File: config.mk
export PLATFORM = sky130hd
export DESIGN_NAME = periodic_software_timer_bank
export DESIGN_NICKNAME = d
export VERILOG_FILES = /design/src/design/pstb_pkg.sv /design/src/design/periodic_software_timer_bank.sv /design/src/design/pstb_front.sv /design/src/design/pstb_queue.sv /design/src/design/pstb_mod.sv /design/src/design/pstb_back.sv
export SDC_FILE = /design/constraint.sdc
export NUM_CORES = 1
export LEC_CHECK = 0
export BUFFER_PORTS_ARGS = -buffer_cell sky130_fd_sc_hd__buf_2
export CAP_MARGIN = 20
export CORE_MARGIN = 2
export CORE_UTILIZATION = 30
export CTS_CLUSTER_DIAMETER = 150
export CTS_CLUSTER_SIZE = 28
export DETAILED_ROUTE_END_ITERATION = 16
export PLACE_DENSITY = 0.57
export SLEW_MARGIN = 0
export SYNTH_ARGS = -nofsm -noshare
export SYNTH_HDL_FRONTEND = slang
export SYNTH_SLANG_ARGS = --single-unit
File: constraint.sdc
create_clock -name clk -period 6 [get_ports clk]
set_input_delay 0.6 -clock clk [delete_from_list [all_inputs] [get_ports clk]]
set_output_delay 0.6 -clock clk [all_outputs]
set_load 0.03 [all_outputs]
File: src/design/pstb_pkg.sv
// Shared types and constants for the periodic software timer bank.
// Depends on nothing; every other file of the block imports it.
`default_nettype none

package pstb_pkg;

  // Operation codes as they arrive on the input channel.
  typedef enum logic [2:0] {
    OP_TICK     = 3'd0,
    OP_START    = 3'd1,
    OP_STOP     = 3'd2,
    OP_STOP_ALL = 3'd3,
    OP_QUERY    = 3'd4
  } op_code_t;

  // Width of the result masks; only the first four timers are reported there.
  localparam int MASK_BITS = 4;

  // Bit steps taken by the remainder unit for a 32-bit dividend.
  localparam int DIV_STEPS = 32;

  // Entries in the command queue between the front and the back.
  localparam int QUEUE_DEPTH = 2;

  // One classified command as it travels from the front to the back.
  typedef struct packed {
    op_code_t    op;
    logic [1:0]  idx;
    logic        idx_ok;
    logic [15:0] period;
    logic        restart;
  } cmd_t;

endpackage

`default_nettype wire

File: src/design/periodic_software_timer_bank.sv
// Top level of the periodic software timer bank: front end, command queue and
// back end wired together. Uses pstb_pkg, pstb_front, pstb_queue and pstb_back.
//
// Usage. Each input beat (in_valid high, in_stall low) carries one operation:
// a tick, a start with period and optional count restart, a stop, a stop of
// all timers, or a query; codes five to seven are treated as a query. Every
// input beat produces exactly one output beat, in order, holding the fired
// mask of a tick, the stopped mask, the all-stopped flag, the remaining ticks
// of the addressed timer and the global tick count, all as they stand after
// the operation.
// Flow. The back end handles one command at a time; a shared bit-serial
// remainder unit carries out each division. A start, stop or query divides
// once for the remaining ticks of the addressed timer, and skips it when the
// addressed timer has a zero period. A tick walks every timer: a stopped or
// idle timer is stepped past, a running timer with a nonzero period and count
// takes a division. The front register and a two-entry queue keep accepting
// beats while the back end works, so up to three commands may be waiting.
// Reset (rst_n low, synchronous) stops every timer, clears all counts, periods
// and the tick total, and empties the queue and the result register. When the
// receiver stalls, the result register holds its beat and the back end waits;
// the queue then fills and in_stall rises towards the sender.
`default_nettype none

module periodic_software_timer_bank #(
  parameter int TIMER_COUNT = 4
) (
  input  wire logic        clk,
  input  wire logic        rst_n,
  input  wire logic        in_valid,
  output logic             in_stall,
  input  wire logic [2:0]  in_op,
  input  wire logic [1:0]  in_timer_index,
  input  wire logic [15:0] in_new_period,
  input  wire logic        in_restart_count,
  output logic             out_valid,
  input  wire logic        out_stall,
  output logic [3:0]       out_fired_mask,
  output logic [3:0]       out_stopped_mask,
  output logic             out_all_stopped,
  output logic [15:0]      out_eta_ticks,
  output logic [31:0]      out_tick_total
);
  import pstb_pkg::*;

  // Mask bits that belong to timers which exist in this bank.
  localparam logic [MASK_BITS-1:0] LIVE_MASK = MASK_BITS'((64'd1 << TIMER_COUNT) - 64'd1);

  logic push_valid;
  cmd_t push_cmd;
  logic q_full;
  logic q_empty;
  logic q_pop;
  cmd_t q_head;

  // Front end: registers and classifies each accepted beat.
  pstb_front #(
    .TIMER_COUNT (TIMER_COUNT)
  ) u_front (
    .clk              (clk),
    .rst_n            (rst_n),
    .in_valid         (in_valid),
    .in_stall         (in_stall),
    .in_op            (in_op),
    .in_timer_index   (in_timer_index),
    .in_new_period    (in_new_period),
    .in_restart_count (in_restart_count),
    .push_valid       (push_valid),
    .push_cmd         (push_cmd),
    .q_full           (q_full)
  );

  // The queue lets the front keep taking beats while the back end is busy.
  pstb_queue u_queue (
    .clk        (clk),
    .rst_n      (rst_n),
    .push_valid (push_valid),
    .push_cmd   (push_cmd),
    .q_full     (q_full),
    .pop        (q_pop),
    .q_empty    (q_empty),
    .q_head     (q_head)
  );

  // Back end: owns the timer state and the result register.
  pstb_back #(
    .TIMER_COUNT (TIMER_COUNT)
  ) u_back (
    .clk              (clk),
    .rst_n            (rst_n),
    .q_empty          (q_empty),
    .q_head           (q_head),
    .q_pop            (q_pop),
    .out_valid        (out_valid),
    .out_stall        (out_stall),
    .out_fired_mask   (out_fired_mask),
    .out_stopped_mask (out_stopped_mask),
    .out_all_stopped  (out_all_stopped),
    .out_eta_ticks    (out_eta_ticks),
    .out_tick_total   (out_tick_total)
  );

  // A timer that fired on a tick is running, so it cannot also read as stopped.
  a_fired_running: assert property (@(posedge clk) disable iff (!rst_n)
    out_valid |-> ((out_fired_mask & out_stopped_mask) == '0))
    else $error("fired timer reported as stopped");

  // When all timers are stopped, every reported timer must show as stopped.
  a_all_stopped: assert property (@(posedge clk) disable iff (!rst_n)
    (out_valid && out_all_stopped) |-> ((out_stopped_mask | ~LIVE_MASK) == '1))
    else $error("all_stopped disagrees with stopped mask");

  // Reset leaves both channels empty and the input side open.
  a_reset_clear: assert property (@(posedge clk)
    !rst_n |=> (!in_stall && !out_valid))
    else $error("channels not clear after reset");

endmodule

`default_nettype wire

File: src/design/pstb_front.sv
// Front end of the timer bank: accepts input beats, classifies the operation
// and range-checks the index, then hands the command to the queue. Uses pstb_pkg.
`default_nettype none

module pstb_front #(
  parameter int TIMER_COUNT = 4
) (
  input  wire logic           clk,
  input  wire logic           rst_n,
  input  wire logic           in_valid,
  output logic                in_stall,
  input  wire logic [2:0]     in_op,
  input  wire logic [1:0]     in_timer_index,
  input  wire logic [15:0]    in_new_period,
  input  wire logic           in_restart_count,
  output logic                push_valid,
  output pstb_pkg::cmd_t      push_cmd,
  input  wire logic           q_full
);
  import pstb_pkg::*;

  logic front_valid_r, front_valid_nxt;
  cmd_t front_cmd_r, front_cmd_nxt;
  cmd_t decoded;
  logic accept;
  logic push;

  always_comb begin
    decoded         = '0;
    decoded.idx     = in_timer_index;
    decoded.idx_ok  = (32'(in_timer_index) < TIMER_COUNT);
    decoded.period  = in_new_period;
    decoded.restart = in_restart_count;
    unique case (in_op)
      OP_TICK:     decoded.op = OP_TICK;
      OP_START:    decoded.op = OP_START;
      OP_STOP:     decoded.op = OP_STOP;
      OP_STOP_ALL: decoded.op = OP_STOP_ALL;
      default:     decoded.op = OP_QUERY;  // Undefined codes behave as a query.
    endcase
  end

  assign in_stall   = front_valid_r && q_full;
  assign accept     = in_valid && !in_stall;
  assign push       = front_valid_r && !q_full;
  assign push_valid = push;
  assign push_cmd   = front_cmd_r;

  always_comb begin
    front_valid_nxt = front_valid_r;
    front_cmd_nxt   = front_cmd_r;
    if (push) begin
      front_valid_nxt = 1'b0;
    end
    if (accept) begin
      front_valid_nxt = 1'b1;
      front_cmd_nxt   = decoded;
    end
  end

  always_ff @(posedge clk) begin
    if (!rst_n) begin
      front_valid_r <= 1'b0;
    end else begin
      front_valid_r <= front_valid_nxt;
    end
    front_cmd_r <= front_cmd_nxt;
  end

endmodule

`default_nettype wire

File: src/design/pstb_queue.sv
// Short command queue that decouples the front from the back of the timer bank.
// Uses cmd_t and QUEUE_DEPTH from pstb_pkg.
`default_nettype none

module pstb_queue (
  input  wire logic           clk,
  input  wire logic           rst_n,
  input  wire logic           push_valid,
  input  wire pstb_pkg::cmd_t push_cmd,
  output logic                q_full,
  input  wire logic           pop,
  output logic                q_empty,
  output pstb_pkg::cmd_t      q_head
);
  import pstb_pkg::*;

  localparam int QPW = $clog2(QUEUE_DEPTH);
  localparam int QCW = $clog2(QUEUE_DEPTH + 1);

  cmd_t entry_r [QUEUE_DEPTH];
  logic [QPW-1:0] wr_ptr_r, wr_ptr_nxt;
  logic [QPW-1:0] rd_ptr_r, rd_ptr_nxt;
  logic [QCW-1:0] fill_r, fill_nxt;
  logic do_push, do_pop;

  assign q_full  = (fill_r == QCW'(QUEUE_DEPTH));
  assign q_empty = (fill_r == '0);
  assign q_head  = entry_r[rd_ptr_r];
  assign do_push = push_valid && !q_full;
  assign do_pop  = pop && !q_empty;

  always_comb begin
    wr_ptr_nxt = do_push ? wr_ptr_r + 1'b1 : wr_ptr_r;
    rd_ptr_nxt = do_pop ? rd_ptr_r + 1'b1 : rd_ptr_r;
    fill_nxt   = fill_r;
    if (do_push && !do_pop) begin
      fill_nxt = fill_r + 1'b1;
    end else if (do_pop && !do_push) begin
      fill_nxt = fill_r - 1'b1;
    end
  end

  always_ff @(posedge clk) begin
    if (!rst_n) begin
      wr_ptr_r <= '0;
      rd_ptr_r <= '0;
      fill_r   <= '0;
    end else begin
      wr_ptr_r <= wr_ptr_nxt;
      rd_ptr_r <= rd_ptr_nxt;
      fill_r   <= fill_nxt;
    end
    if (do_push) begin
      entry_r[wr_ptr_r] <= push_cmd;
    end
  end

endmodule

`default_nettype wire

File: src/design/pstb_mod.sv
// Bit-serial remainder unit: 32-bit count modulo 16-bit period, one bit a cycle.
// Uses DIV_STEPS from pstb_pkg.
`default_nettype none

module pstb_mod (
  input  wire logic        clk,
  input  wire logic        rst_n,
  input  wire logic        start,
  input  wire logic [31:0] dividend,
  input  wire logic [15:0] divisor,
  output logic             done,
  output logic [15:0]      rem
);
  import pstb_pkg::*;

  localparam int CW = $clog2(DIV_STEPS);

  logic          running_r, running_nxt;
  logic          done_r, done_nxt;
  logic [CW-1:0] cnt_r, cnt_nxt;
  logic [15:0]   rem_r, rem_nxt;
  logic [31:0]   dvd_r, dvd_nxt;
  logic [15:0]   dsr_r, dsr_nxt;
  logic [16:0]   trial;
  logic          fits;

  assign trial = {rem_r, dvd_r[31]};
  assign fits  = (trial >= {1'b0, dsr_r});

  always_comb begin
    running_nxt = running_r;
    done_nxt    = 1'b0;
    cnt_nxt     = cnt_r;
    rem_nxt     = rem_r;
    dvd_nxt     = dvd_r;
    dsr_nxt     = dsr_r;
    if (start) begin
      running_nxt = 1'b1;
      cnt_nxt     = CW'(DIV_STEPS - 1);
      rem_nxt     = '0;
      dvd_nxt     = dividend;
      dsr_nxt     = divisor;
    end else if (running_r) begin
      // The partial remainder stays below the divisor, so 16 bits hold it.
      rem_nxt = fits ? 16'(trial - {1'b0, dsr_r}) : trial[15:0];
      dvd_nxt = {dvd_r[30:0], 1'b0};
      cnt_nxt = cnt_r - 1'b1;
      if (cnt_r == '0) begin
        running_nxt = 1'b0;
        done_nxt    = 1'b1;
      end
    end
  end

  always_ff @(posedge clk) begin
    if (!rst_n) begin
      running_r <= 1'b0;
      done_r    <= 1'b0;
    end else begin
      running_r <= running_nxt;
      done_r    <= done_nxt;
    end
    cnt_r <= cnt_nxt;
    rem_r <= rem_nxt;
    dvd_r <= dvd_nxt;
    dsr_r <= dsr_nxt;
  end

  assign done = done_r;
  assign rem  = rem_r;

endmodule

`default_nettype wire

File: src/design/pstb_back.sv
// Back end of the timer bank: holds the timer state, carries out each command,
// walks the timers on a tick and drives the result register. Uses pstb_pkg, pstb_mod.
`default_nettype none

module pstb_back #(
  parameter int TIMER_COUNT = 4
) (
  input  wire logic           clk,
  input  wire logic           rst_n,
  input  wire logic           q_empty,
  input  wire pstb_pkg::cmd_t q_head,
  output logic                q_pop,
  output logic                out_valid,
  input  wire logic           out_stall,
  output logic [3:0]          out_fired_mask,
  output logic [3:0]          out_stopped_mask,
  output logic                out_all_stopped,
  output logic [15:0]         out_eta_ticks,
  output logic [31:0]         out_tick_total
);
  import pstb_pkg::*;

  localparam int TW = (TIMER_COUNT > 1) ? $clog2(TIMER_COUNT) : 1;
  localparam logic [TW-1:0] LAST = TW'(TIMER_COUNT - 1);

  typedef enum logic [6:0] {
    S_IDLE     = 7'b0000001,
    S_APPLY    = 7'b0000010,
    S_WALK     = 7'b0000100,
    S_WALK_DIV = 7'b0001000,
    S_ETA      = 7'b0010000,
    S_ETA_DIV  = 7'b0100000,
    S_DONE     = 7'b1000000
  } state_t;

  state_t state_r, state_nxt;
  cmd_t   cmd_r, cmd_nxt;
  logic [TW-1:0]          cur_r, cur_nxt;
  logic [MASK_BITS-1:0]   fired_r, fired_nxt;
  logic [15:0]            eta_r, eta_nxt;
  logic [31:0]            counts_r  [TIMER_COUNT];
  logic [31:0]            counts_nxt[TIMER_COUNT];
  logic [15:0]            periods_r  [TIMER_COUNT];
  logic [15:0]            periods_nxt[TIMER_COUNT];
  logic [TIMER_COUNT-1:0] stopped_r, stopped_nxt;
  logic [31:0]            ticks_r, ticks_nxt;

  logic                 out_valid_r, out_valid_nxt;
  logic [MASK_BITS-1:0] out_fired_r, out_fired_nxt;
  logic [MASK_BITS-1:0] out_smask_r, out_smask_nxt;
  logic                 out_all_r, out_all_nxt;
  logic [15:0]          out_eta_r, out_eta_nxt;
  logic [31:0]          out_ticks_r, out_ticks_nxt;

  logic [TW-1:0]        idx_sel;
  logic [TW-1:0]        rd_sel;
  logic [31:0]          rd_count;
  logic [15:0]          rd_period;
  logic [MASK_BITS-1:0] smask;
  logic                 div_start;
  logic                 div_done;
  logic [15:0]          div_rem;

  assign idx_sel   = TW'(cmd_r.idx);
  // One read port: the walk position during a tick, the addressed timer afterwards.
  assign rd_sel    = (state_r == S_ETA || state_r == S_ETA_DIV) ? idx_sel : cur_r;
  assign rd_count  = counts_r[rd_sel];
  assign rd_period = periods_r[rd_sel];

  for (genvar k = 0; k < MASK_BITS; k++) begin : g_smask
    if (k < TIMER_COUNT) begin : g_live
      assign smask[k] = stopped_r[k];
    end else begin : g_none
      assign smask[k] = 1'b0;
    end
  end

  pstb_mod u_mod (
    .clk      (clk),
    .rst_n    (rst_n),
    .start    (div_start),
    .dividend (rd_count),
    .divisor  (rd_period),
    .done     (div_done),
    .rem      (div_rem)
  );

  always_comb begin
    state_nxt     = state_r;
    cmd_nxt       = cmd_r;
    cur_nxt       = cur_r;
    fired_nxt     = fired_r;
    eta_nxt       = eta_r;
    counts_nxt    = counts_r;
    periods_nxt   = periods_r;
    stopped_nxt   = stopped_r;
    ticks_nxt     = ticks_r;
    q_pop         = 1'b0;
    div_start     = 1'b0;
    out_valid_nxt = out_valid_r && out_stall;
    out_fired_nxt = out_fired_r;
    out_smask_nxt = out_smask_r;
    out_all_nxt   = out_all_r;
    out_eta_nxt   = out_eta_r;
    out_ticks_nxt = out_ticks_r;

    unique case (state_r)
      S_IDLE: begin
        if (!q_empty) begin
          q_pop     = 1'b1;
          cmd_nxt   = q_head;
          state_nxt = S_APPLY;
        end
      end
      S_APPLY: begin
        fired_nxt = '0;
        state_nxt = S_ETA;
        unique case (cmd_r.op)
          OP_TICK: begin
            ticks_nxt = ticks_r + 32'd1;
            cur_nxt   = '0;
            state_nxt = S_WALK;
          end
          OP_START: begin
            if (cmd_r.idx_ok) begin
              periods_nxt[idx_sel] = cmd_r.period;
              stopped_nxt[idx_sel] = 1'b0;
              if (cmd_r.restart) begin
                counts_nxt[idx_sel] = '0;
              end
            end
          end
          OP_STOP: begin
            if (cmd_r.idx_ok) begin
              stopped_nxt[idx_sel] = 1'b1;
            end
          end
          OP_STOP_ALL: begin
            stopped_nxt = '1;
          end
          default: begin
          end
        endcase
      end
      S_WALK: begin
        if (stopped_r[cur_r]) begin
          if (cur_r == LAST) begin
            state_nxt = S_ETA;
          end else begin
            cur_nxt = cur_r + 1'b1;
          end
        end else if (rd_period == '0 || rd_count == '0) begin
          counts_nxt[cur_r] = rd_count + 32'd1;
          if (cur_r == LAST) begin
            state_nxt = S_ETA;
          end else begin
            cur_nxt = cur_r + 1'b1;
          end
        end else begin
          div_start = 1'b1;
          state_nxt = S_WALK_DIV;
        end
      end
      S_WALK_DIV: begin
        if (div_done) begin
          if (div_rem == '0) begin
            fired_nxt = fired_r | (MASK_BITS'(1) << cur_r);
          end
          counts_nxt[cur_r] = rd_count + 32'd1;
          if (cur_r == LAST) begin
            state_nxt = S_ETA;
          end else begin
            cur_nxt   = cur_r + 1'b1;
            state_nxt = S_WALK;
          end
        end
      end
      S_ETA: begin
        if (!cmd_r.idx_ok || rd_period == '0) begin
          eta_nxt   = '0;
          state_nxt = S_DONE;
        end else begin
          div_start = 1'b1;
          state_nxt = S_ETA_DIV;
        end
      end
      S_ETA_DIV: begin
        if (div_done) begin
          eta_nxt   = rd_period - div_rem;
          state_nxt = S_DONE;
        end
      end
      S_DONE: begin
        if (!out_valid_r || !out_stall) begin
          out_valid_nxt = 1'b1;
          out_fired_nxt = fired_r;
          out_smask_nxt = smask;
          out_all_nxt   = &stopped_r;
          out_eta_nxt   = eta_r;
          out_ticks_nxt = ticks_r;
          state_nxt     = S_IDLE;
        end
      end
      default: begin
        state_nxt = S_IDLE;
      end
    endcase
  end

  always_ff @(posedge clk) begin
    if (!rst_n) begin
      state_r     <= S_IDLE;
      out_valid_r <= 1'b0;
      stopped_r   <= '1;
      ticks_r     <= '0;
      for (int i = 0; i < TIMER_COUNT; i++) begin
        counts_r[i]  <= '0;
        periods_r[i] <= '0;
      end
    end else begin
      state_r     <= state_nxt;
      out_valid_r <= out_valid_nxt;
      stopped_r   <= stopped_nxt;
      ticks_r     <= ticks_nxt;
      counts_r    <= counts_nxt;
      periods_r   <= periods_nxt;
    end
    cmd_r       <= cmd_nxt;
    cur_r       <= cur_nxt;
    fired_r     <= fired_nxt;
    eta_r       <= eta_nxt;
    out_fired_r <= out_fired_nxt;
    out_smask_r <= out_smask_nxt;
    out_all_r   <= out_all_nxt;
    out_eta_r   <= out_eta_nxt;
    out_ticks_r <= out_ticks_nxt;
  end

  assign out_valid        = out_valid_r;
  assign out_fired_mask   = out_fired_r;
  assign out_stopped_mask = out_smask_r;
  assign out_all_stopped  = out_all_r;
  assign out_eta_ticks    = out_eta_r;
  assign out_tick_total   = out_ticks_r;

endmodule

`default_nettype wire
==> flow_results.org, run 1 <==
** Floorplan
- The die covers ~0.077 sq mm.
- Initial core utilization :: 0.302
- The die is ~280 um tall.
- For this design the top-level I/O count stands at 85.
- The initialized floorplan defines 100 standard-cell rows.
- Core ar. :: 0.0743 sq mm
- Die outline width :: approximately 280 um

** Logic synthesis
- Register bit count reported by yosys :: between 400 and 500
- Count of unique library cells instantiated by Yosys :: 87
- Dominant synthesized flop cell :: dfxtp_1
- Cell type with the largest total area after synthesis :: edfxtp_1
- The number of nets handed over by synthesis was between 2000 and 2500.
- Sorting the synthesized cells by how often they occur yields nand2_1 (278), dfxtp_1 (264), edfxtp_1 (215).
- Leading post-synthesis cells by cell area :: edfxtp_1 (29%), dfxtp_1 (24%), o2bb2ai_1 (4.7%), nand2_1 (4.6%), mux4_2 (2.9%)
- Of the post-synthesis cell area, the dominant cell type holds 0.287.
- Synthesis produced a netlist whose cell count is approximately 2100.
- For this run, the register share of the synthesized area comes to 0.523.
- Combined area of all synthesized cells :: 0.0225 sq mm
- The Yosys step of the flow raised 0 warnings.
- Fraction of registers with async set or reset after synthesis :: 0
- nand2_1 is the most common cell in the netlist.
- Number of enable-type register cells in the synthesized netlist :: about 220
- After synthesis, the mean cell area works out to between 10 and 15 sq um.

** Drt
- Drc violations :: 0
- Number of iterations in the first detailed-routing pass :: 5
- After detailed routing, the number of vias per cell comes to 5.44.
- In this run, the number of DRC markers left after iteration 0 of detailed routing was 1574.
- Wire length per cell after detailed routing :: roughly 20 um
- The detail route stage leaves a number of antenna-violating nets equal to 0.
- Summing over every cut layer, the via total after detailed routing is about 17000.
- Routed Wire Length :: a little over 60 mm

** STA
- For the final routed database, the setup TNS stands at 0 ps.
- Setup Viol. Count Final :: 0
- Hold violation count in the final report :: 0
- Peak clock frequency supported by timing :: between 0.15 and 0.2 GHz
- The worst pin sits at a relative slew slack of 0.351.
- Setup clock skew after layout :: 29.5 ps
- Post-route worst hold slack :: about 190 ps
- Number of slew-limit violations in the final report :: 0
- Minimum clock period after layout :: approximately 5300 ps
- RSZ-0062 raised after global routing :: no
- For the pin with the worst max-slew slack, the measured transition is between 900 and 1000 ps.
- Dividing the final minimum period by the clock period gives 0.878.

** Global routing
- Global routing usage on met2 :: 0.248
- Final global-route overflow total :: 0
- In the global route stage, met1 resource usage came out at 0.225.
- Total routing resource utilization after global routing :: 0.156
- Entering global routing, the biggest net connects between 100 and 150 pins.
- Met3 global-route usage :: 0.0173
- First-pass GRT wire length :: 96.7 mm
- Number of antenna violations at the first check in global routing :: 0
- Number of global-route vias before repair :: 16400
- In this run the most used layer during global routing was met2.

** Finish
- Number of filler instances in the final layout :: between 7000 and 8000
- Cell Count, Final, Fillers Out :: 3125
- Area of the multi-input gates :: 0.00994 sq mm
- Layout Area Growth over Synthesis :: 9.86%
- In the final layout, the share of cells above drive strength 1 is 0.116.
- The final layout contains between 2000 and 2500 nets.
- FF/Latch Area :: 0.0117 sq mm
- Once layout is done, the placed cells without fillers occupy between 0.02 and 0.025 sq mm.

** Pwr
- The analysis attributes to cell leakage a power of ~8.0 nW.
- Sw Ratio :: 0.288
- The internal power of the cells totals between 0.004 and 0.005 W.
- Total power of the final layout :: 0.00645 W
- Sw power :: between 0.0015 and 0.002 W
- Maximum ir drop on the vdd rail :: about 0.17 mV
- Of the total power, combinational logic draws 0.155.
- Sequential cell fraction of total power :: 0.576
- Share of power burned in the clock network :: 0.269
- In this run the power density over the cells is around 260 mW/mm^2.

** Clocking
- Max H-tree Level :: 1
- Clock Root Buffer :: clkbuf_16
- Post-CTS timing repair inserted 0 buffers for setup.
- The clock net in this run drives a total of 479 sinks.
- Clock edge transition at the registers on the reported setup and hold paths :: ~120 ps
- # resized after CTS :: 0
- Quantity of hold-fixing buffers added after cts :: 0
- Maximum count of clock buffers along a single path :: 3
- For the worst-skew pair, the clock arrives at the later sink with an insertion delay of approximately 570 ps.
- Clock tree from TritonCTS :: yes
- Buffers inserted during clock tree synthesis total 21.

** Setup path
- WP data arrival :: 5740 ps
- Worst Setup Start Kind :: register
- Kind of end point of the critical path :: register
- The most critical setup path has its startpoint at u_back.state_r[6]$_SDFFE_PN0P_.
- At the worst endpoint, the required time is about 6500 ps.
- Source of the worst register-to-register timing path :: u_back.state_r[6]$_SDFFE_PN0P_
- In this run the worst path has a maximum fanout of 32.
- The worst setup path is of the register to register kind.

** Worst hold path
- Class of the tightest hold or removal check :: input pin to register
- Hold Path Origin :: in_new_period[15]

** Placed design
- Routability-driven placement finished with a final weighted congestion of between 0.9 and 1.
- Port buffer count :: 84
- Placed instance area :: between 0.02 and 0.025 sq mm
- Total placed cells including tap cells :: about 3000
- Total half-perimeter wirelength after legalization and detailed placement :: 42.9 mm

** Status
- Run status :: completed

** Run
- Number of violations of the max-capacitance limit :: 0
worst max-delay path, stage by stage (launching register included):
cell and delay (ps):
dfxtp_1 370, nor4_2 640, buf_4 470, nand4_1 350, nand2_1 370, buf_4 470
mux4_2 470, nor4b_1 440, nand4bb_1 620, o21a_1 390, o21ai_0 420, o2bb2ai_1 120
cell type report:
cell class                      instances  share of cell area
Tap cell                              969              0.0491
Timing Repair Buffer                  129              0.0348
Clock buffer                           36              0.0236
Clock inverter                          2             0.00157
Antenna cell                            1            0.000101
Multi-Input combinational cell       1427               0.403
Sequential cell                       479               0.476
Inverter                               82              0.0125
layer usage:
metal	wire, um	vias up
li1	-	7938
met1	29100	8369
met2	28300	593
met3	3440	91
met4	1410	0
met5	0	-
power groups by stage:
stage	clock network (W)	logic, W	registers, W
after floorplan	0	0.000726	0.00371
after global placement	0	0.000928	0.00381
after global routing	0.00190	0.00108	0.00374
final	0.00174	0.000997	0.00372
after detailed placement	0	0.000942	0.00381
after CTS	0.00180	0.000947	0.00374
registers in the layout, summed over array words and instances, names as in the netlist, 20 cells and up:
register	cells
u_back.cmd_r	20
u_back.out_tick_total	32
u_queue.entry_r	44
u_back.u_mod.dvd_r	32
u_back.periods_r	64
u_front.push_cmd	22
u_back.ticks_r	32
u_back.counts_r	128
cells in the final DEF (no fill, tap or decap), drive strengths merged, types with 37 or more instances in the layout:
cell	synthesis	final
o2bb2ai	124	124
inv	81	81
o21ai	49	49
xor2	41	41
a311oi	46	46
ha	37	37
a21oi	104	104
nand3	39	39
edfxtp	215	215
dfxtp	264	264
nand2	279	279
nand2b	54	54
buf	37	129
nor4	48	48
nor2	144	144
mux2	59	59
per-stage QoR:
step | setup slack [ps] | utilization
after floorplan | 575 | -
final | 732 | 0.332
after detailed placement | 794 | 0.322
after global placement | 944 | 0.322
after global routing | 340 | 0.332
after CTS | 772 | 0.331
cell families after synthesis:
group,count (synthesis),share of synthesized area
multiplexers,119,0.0750
XOR/XNOR,69,0.0272
AND/OR/NAND/NOR,724,0.156
buffers and inverters,209,0.0370
adder cells (fa/ha/maj),39,0.0224
flip-flops,479,0.523
AO/OA/AOI/OAI,476,0.160
worst paths after layout:
check,endpoint,slack (ps),cells after the start
min,u_front.push_cmd[16]$_DFFE_PP_,190,1
max,u_back.counts_r[17]$_SDFFE_PN0P_,730,11
min reg2reg,u_back.out_eta_ticks[7]$_DFFE_PP_,430,0
max reg2reg,u_back.counts_r[17]$_SDFFE_PN0P_,730,11
Power figures use the tool's default switching activity.
==> inputs of run 2 (changes only) <==
CTS_BUF_LIST = sky130_fd_sc_hd__clkbuf_8 sky130_fd_sc_hd__clkbuf_16   (was default)
==> flow_results.org, run 2 (synthesis gave the netlist of run 1 again) <==
** Status
- The run finished with clean final reports.

** Floorplan
- Vert. Die Dim :: 278 um (unchanged)
- Die area :: 0.0771 sq mm (unchanged)
- The horizontal extent of the die was 278 um (unchanged).
- The starting utilization of the core area was 0.302 (unchanged).
- The number of primary I/O pins came to 85 (unchanged).
- Core ar. :: 0.0743 sq mm (unchanged)
- The placement row count came to 100 (unchanged).

** Finish
- The share of post-route cells with drive strength above 1 came to 0.116 (unchanged).
- Flip-flop count of the largest register after layout :: 128 (unchanged)
- The area of the multi-input gates is 0.00994 sq mm (unchanged).
- Leaving out fill and tap cells, the most frequent cells in the layout are nand2_1 (278), dfxtp_1 (264), edfxtp_1 (215).
- Largest Register :: u_back.counts_r
- Regs by FF count :: u_back.counts_r: 128 flops, u_back.periods_r: 64 flops, u_queue.entry_r: 44 flops
- The final net count was 2205 (unchanged).
- Leaving out fill and tap cells, the most frequent cell in the layout is nand2_1.
- Layout Area Growth over Synthesis :: 9.86% (unchanged)
- FF/Latch Area :: 0.0117 sq mm (unchanged)
- The total of fill cells in the finished design came to 7541 (unchanged).
- The share of the core filled with cells is 0.332 (unchanged).

** Clocking
- The number of cells upsized or downsized after cts is 0 (unchanged).
- The clock transition at the register clock pins on the worst setup and hold paths after CTS was 120 ps (about the same).
- The maximum level of the CTS H-tree was 1 (unchanged).
- The hold buffer count at cts was 0 (unchanged).
- Clock tree from TritonCTS :: yes
- Maximum count of clock buffers along a single path :: 3 (unchanged)
- The clock buffer count from CTS is 21 (unchanged).
- Number of sinks on the clock net :: 479 (unchanged)
- The post-CTS setup-driven buffer insertion count was 0 (unchanged).
- The clock network latency to the later pin of the worst-skew pair is 570 ps (about the same).
- Clock tree synthesis selected as its root buffer the cell clkbuf_16.

** Setup path
- By instance count, the cell type seen most on the critical path is o21ai_0.
- Worst Setup Start Kind :: register
- Slowest stage cell, crit path :: or4_4
- The worst setup path is captured at a register.
- Critical path peak fanout :: 39 (+22%)
- Data required time at the worst endpoint :: 6330 ps (-150 ps)
- The longest individual stage delay on the worst path was 790 ps (+150 ps).
- WP data arrival :: 5610 ps (-130 ps)
- Cells along the critical path :: or4_4, o31ai_4, nand2_4, mux4_2, ha_1, nor2b_1, o21ai_0, a21oi_1, o21ai_0, a211oi_1, o31ai_1, o21ai_0, xnor2_1, nor2_1
- Combined buffer and inverter count along the critical path :: 0 (-2)
- Type of the setup path with the least slack :: register to register
- Kind of cell adding the most delay to the critical path :: compound AO/OA/AOI/OAI gates

** Placed design
- The HPWL after detailed placement is 42.9 mm (unchanged).
- The port buffer count was 84 (unchanged).
- The final weighted congestion in routability-driven placement was 0.907 (unchanged).

** Drt
- The via count is 16900 (-0.46%).
- Number of DRC violations after detailed-routing iteration 0 :: 1492 (-5.2%)
- Drc violations :: 0 (unchanged)
- The number of vias per cell after detailed routing came to 5.41 (-0.46%).
- The wire length per cell is 19.9 um (-0.10%).
- Antenna-violating nets left :: 0 (unchanged)
- Number of iterations in the first detailed-routing pass :: 6 (+1)
- The detailed-route wire length was 62.2 mm (-0.10%).

** STA
- The worst hold-check slack is 191 ps (-0.374 ps).
- Measured slew at the worst slew-check pin :: 957 ps (-8.09 ps)
- The highest clock frequency the design can meet came to 0.190 GHz (-0.12%).
- The share of the cycle needed by the critical path after routing came to 0.879 (+0.00110).
- Worst slew margin relative to its limit :: 0.356 (+0.00544)
- RSZ-0062 raised after global routing :: no
- Number of slew-limit violations in the final report :: 0 (unchanged)
- Hold violation count in the final report :: 0 (unchanged)
- Accumulated negative setup slack :: 0 ps (unchanged)
- Setup clock skew after layout :: 29.3 ps (-0.240 ps)
- Minimum clock period after layout :: 5280 ps (+6.58 ps)
- The count of final setup violators is 0 (unchanged).

** Global routing
- The total routing usage reported by global routing was 0.156 (about the same).
- The number of global-route vias before repair was 16400 (-0.024%).
- Final global-route overflow total :: 0 (unchanged)
- Number of antenna violations at the first check in global routing :: 0 (unchanged)
- The maximum number of pins on one net before global-route repair was 105 (unchanged).
- First-pass GRT wire length :: 96.7 mm (unchanged)

** Worst hold path
- The worst hold path belongs to the class input pin to register.

** Pwr
- The peak supply drop came to 0.173 mV (-0.18%).
- The power density normalized to cell area is 260 mW/mm^2 (-0.37%).
- Leakage power :: 8.11 nW (+0.77%)

** Run
- Number of violations of the max-capacitance limit :: 0 (unchanged)
[run 2: final cells by class]
type | count | area share
antenna | 1 | 0.000101
clock buffer | 21 | 0.0213
clock inverter | 17 | 0.00385
inverter | 82 | 0.0125
multi-input combinational | 1427 | 0.403
sequential | 479 | 0.476
tap | 969 | 0.0491
timing repair buffer | 129 | 0.0348
[run 2: power breakdown]
group | internal (W) | switching [W] | total [W]
clock | 0.000660 | 0.00105 | 0.00171
combinational | 0.000341 | 0.000656 | 0.000997
sequential | 0.00357 | 0.000148 | 0.00372
total | 0.00457 | 0.00186 | 0.00643
[run 2: final timing paths]
kind / depth (start not counted) / slack [ps] / from / endpoint
max reg2reg: 14 / 720 / u_back.state_r[6]$_SDFFE_PN0P_ / u_back.eta_r[13]$_SDFFCE_PP0P_
min: 1 / 190 / in_new_period[8] / u_front.push_cmd[9]$_DFFE_PP_
max: 14 / 720 / u_back.state_r[6]$_SDFFE_PN0P_ / u_back.eta_r[13]$_SDFFCE_PP0P_
min reg2reg: 0 / 430 / u_back.eta_r[7]$_SDFFCE_PP0P_ / u_back.out_eta_ticks[7]$_DFFE_PP_
[run 2: metrics by stage]
step | area, sq um | setup slack (ps) | std cells | total power (W)
6_report | 24700 | 725 | 3125 | 0.00643
5_1_grt | 24700 | 340 | 3124 | 0.00669
4_1_cts | 24600 | 772 | 3120 | 0.00646
3_5_place_dp | 24000 | 794 | 3082 | 0.00475
3_3_place_gp | 23900 | 944 | 3081 | 0.00473
2_1_floorplan | 22500 | 575 | 2115 | 0.00444
[run 2: layer usage]
metal	global-route usage	vias up	wire length (um)
met5	0	-	0
met4	0.0423	0	1350
met3	0.0173	82	3890
met2	0.248	613	28300
met1	0.225	8284	28700
li1	-	7934	-
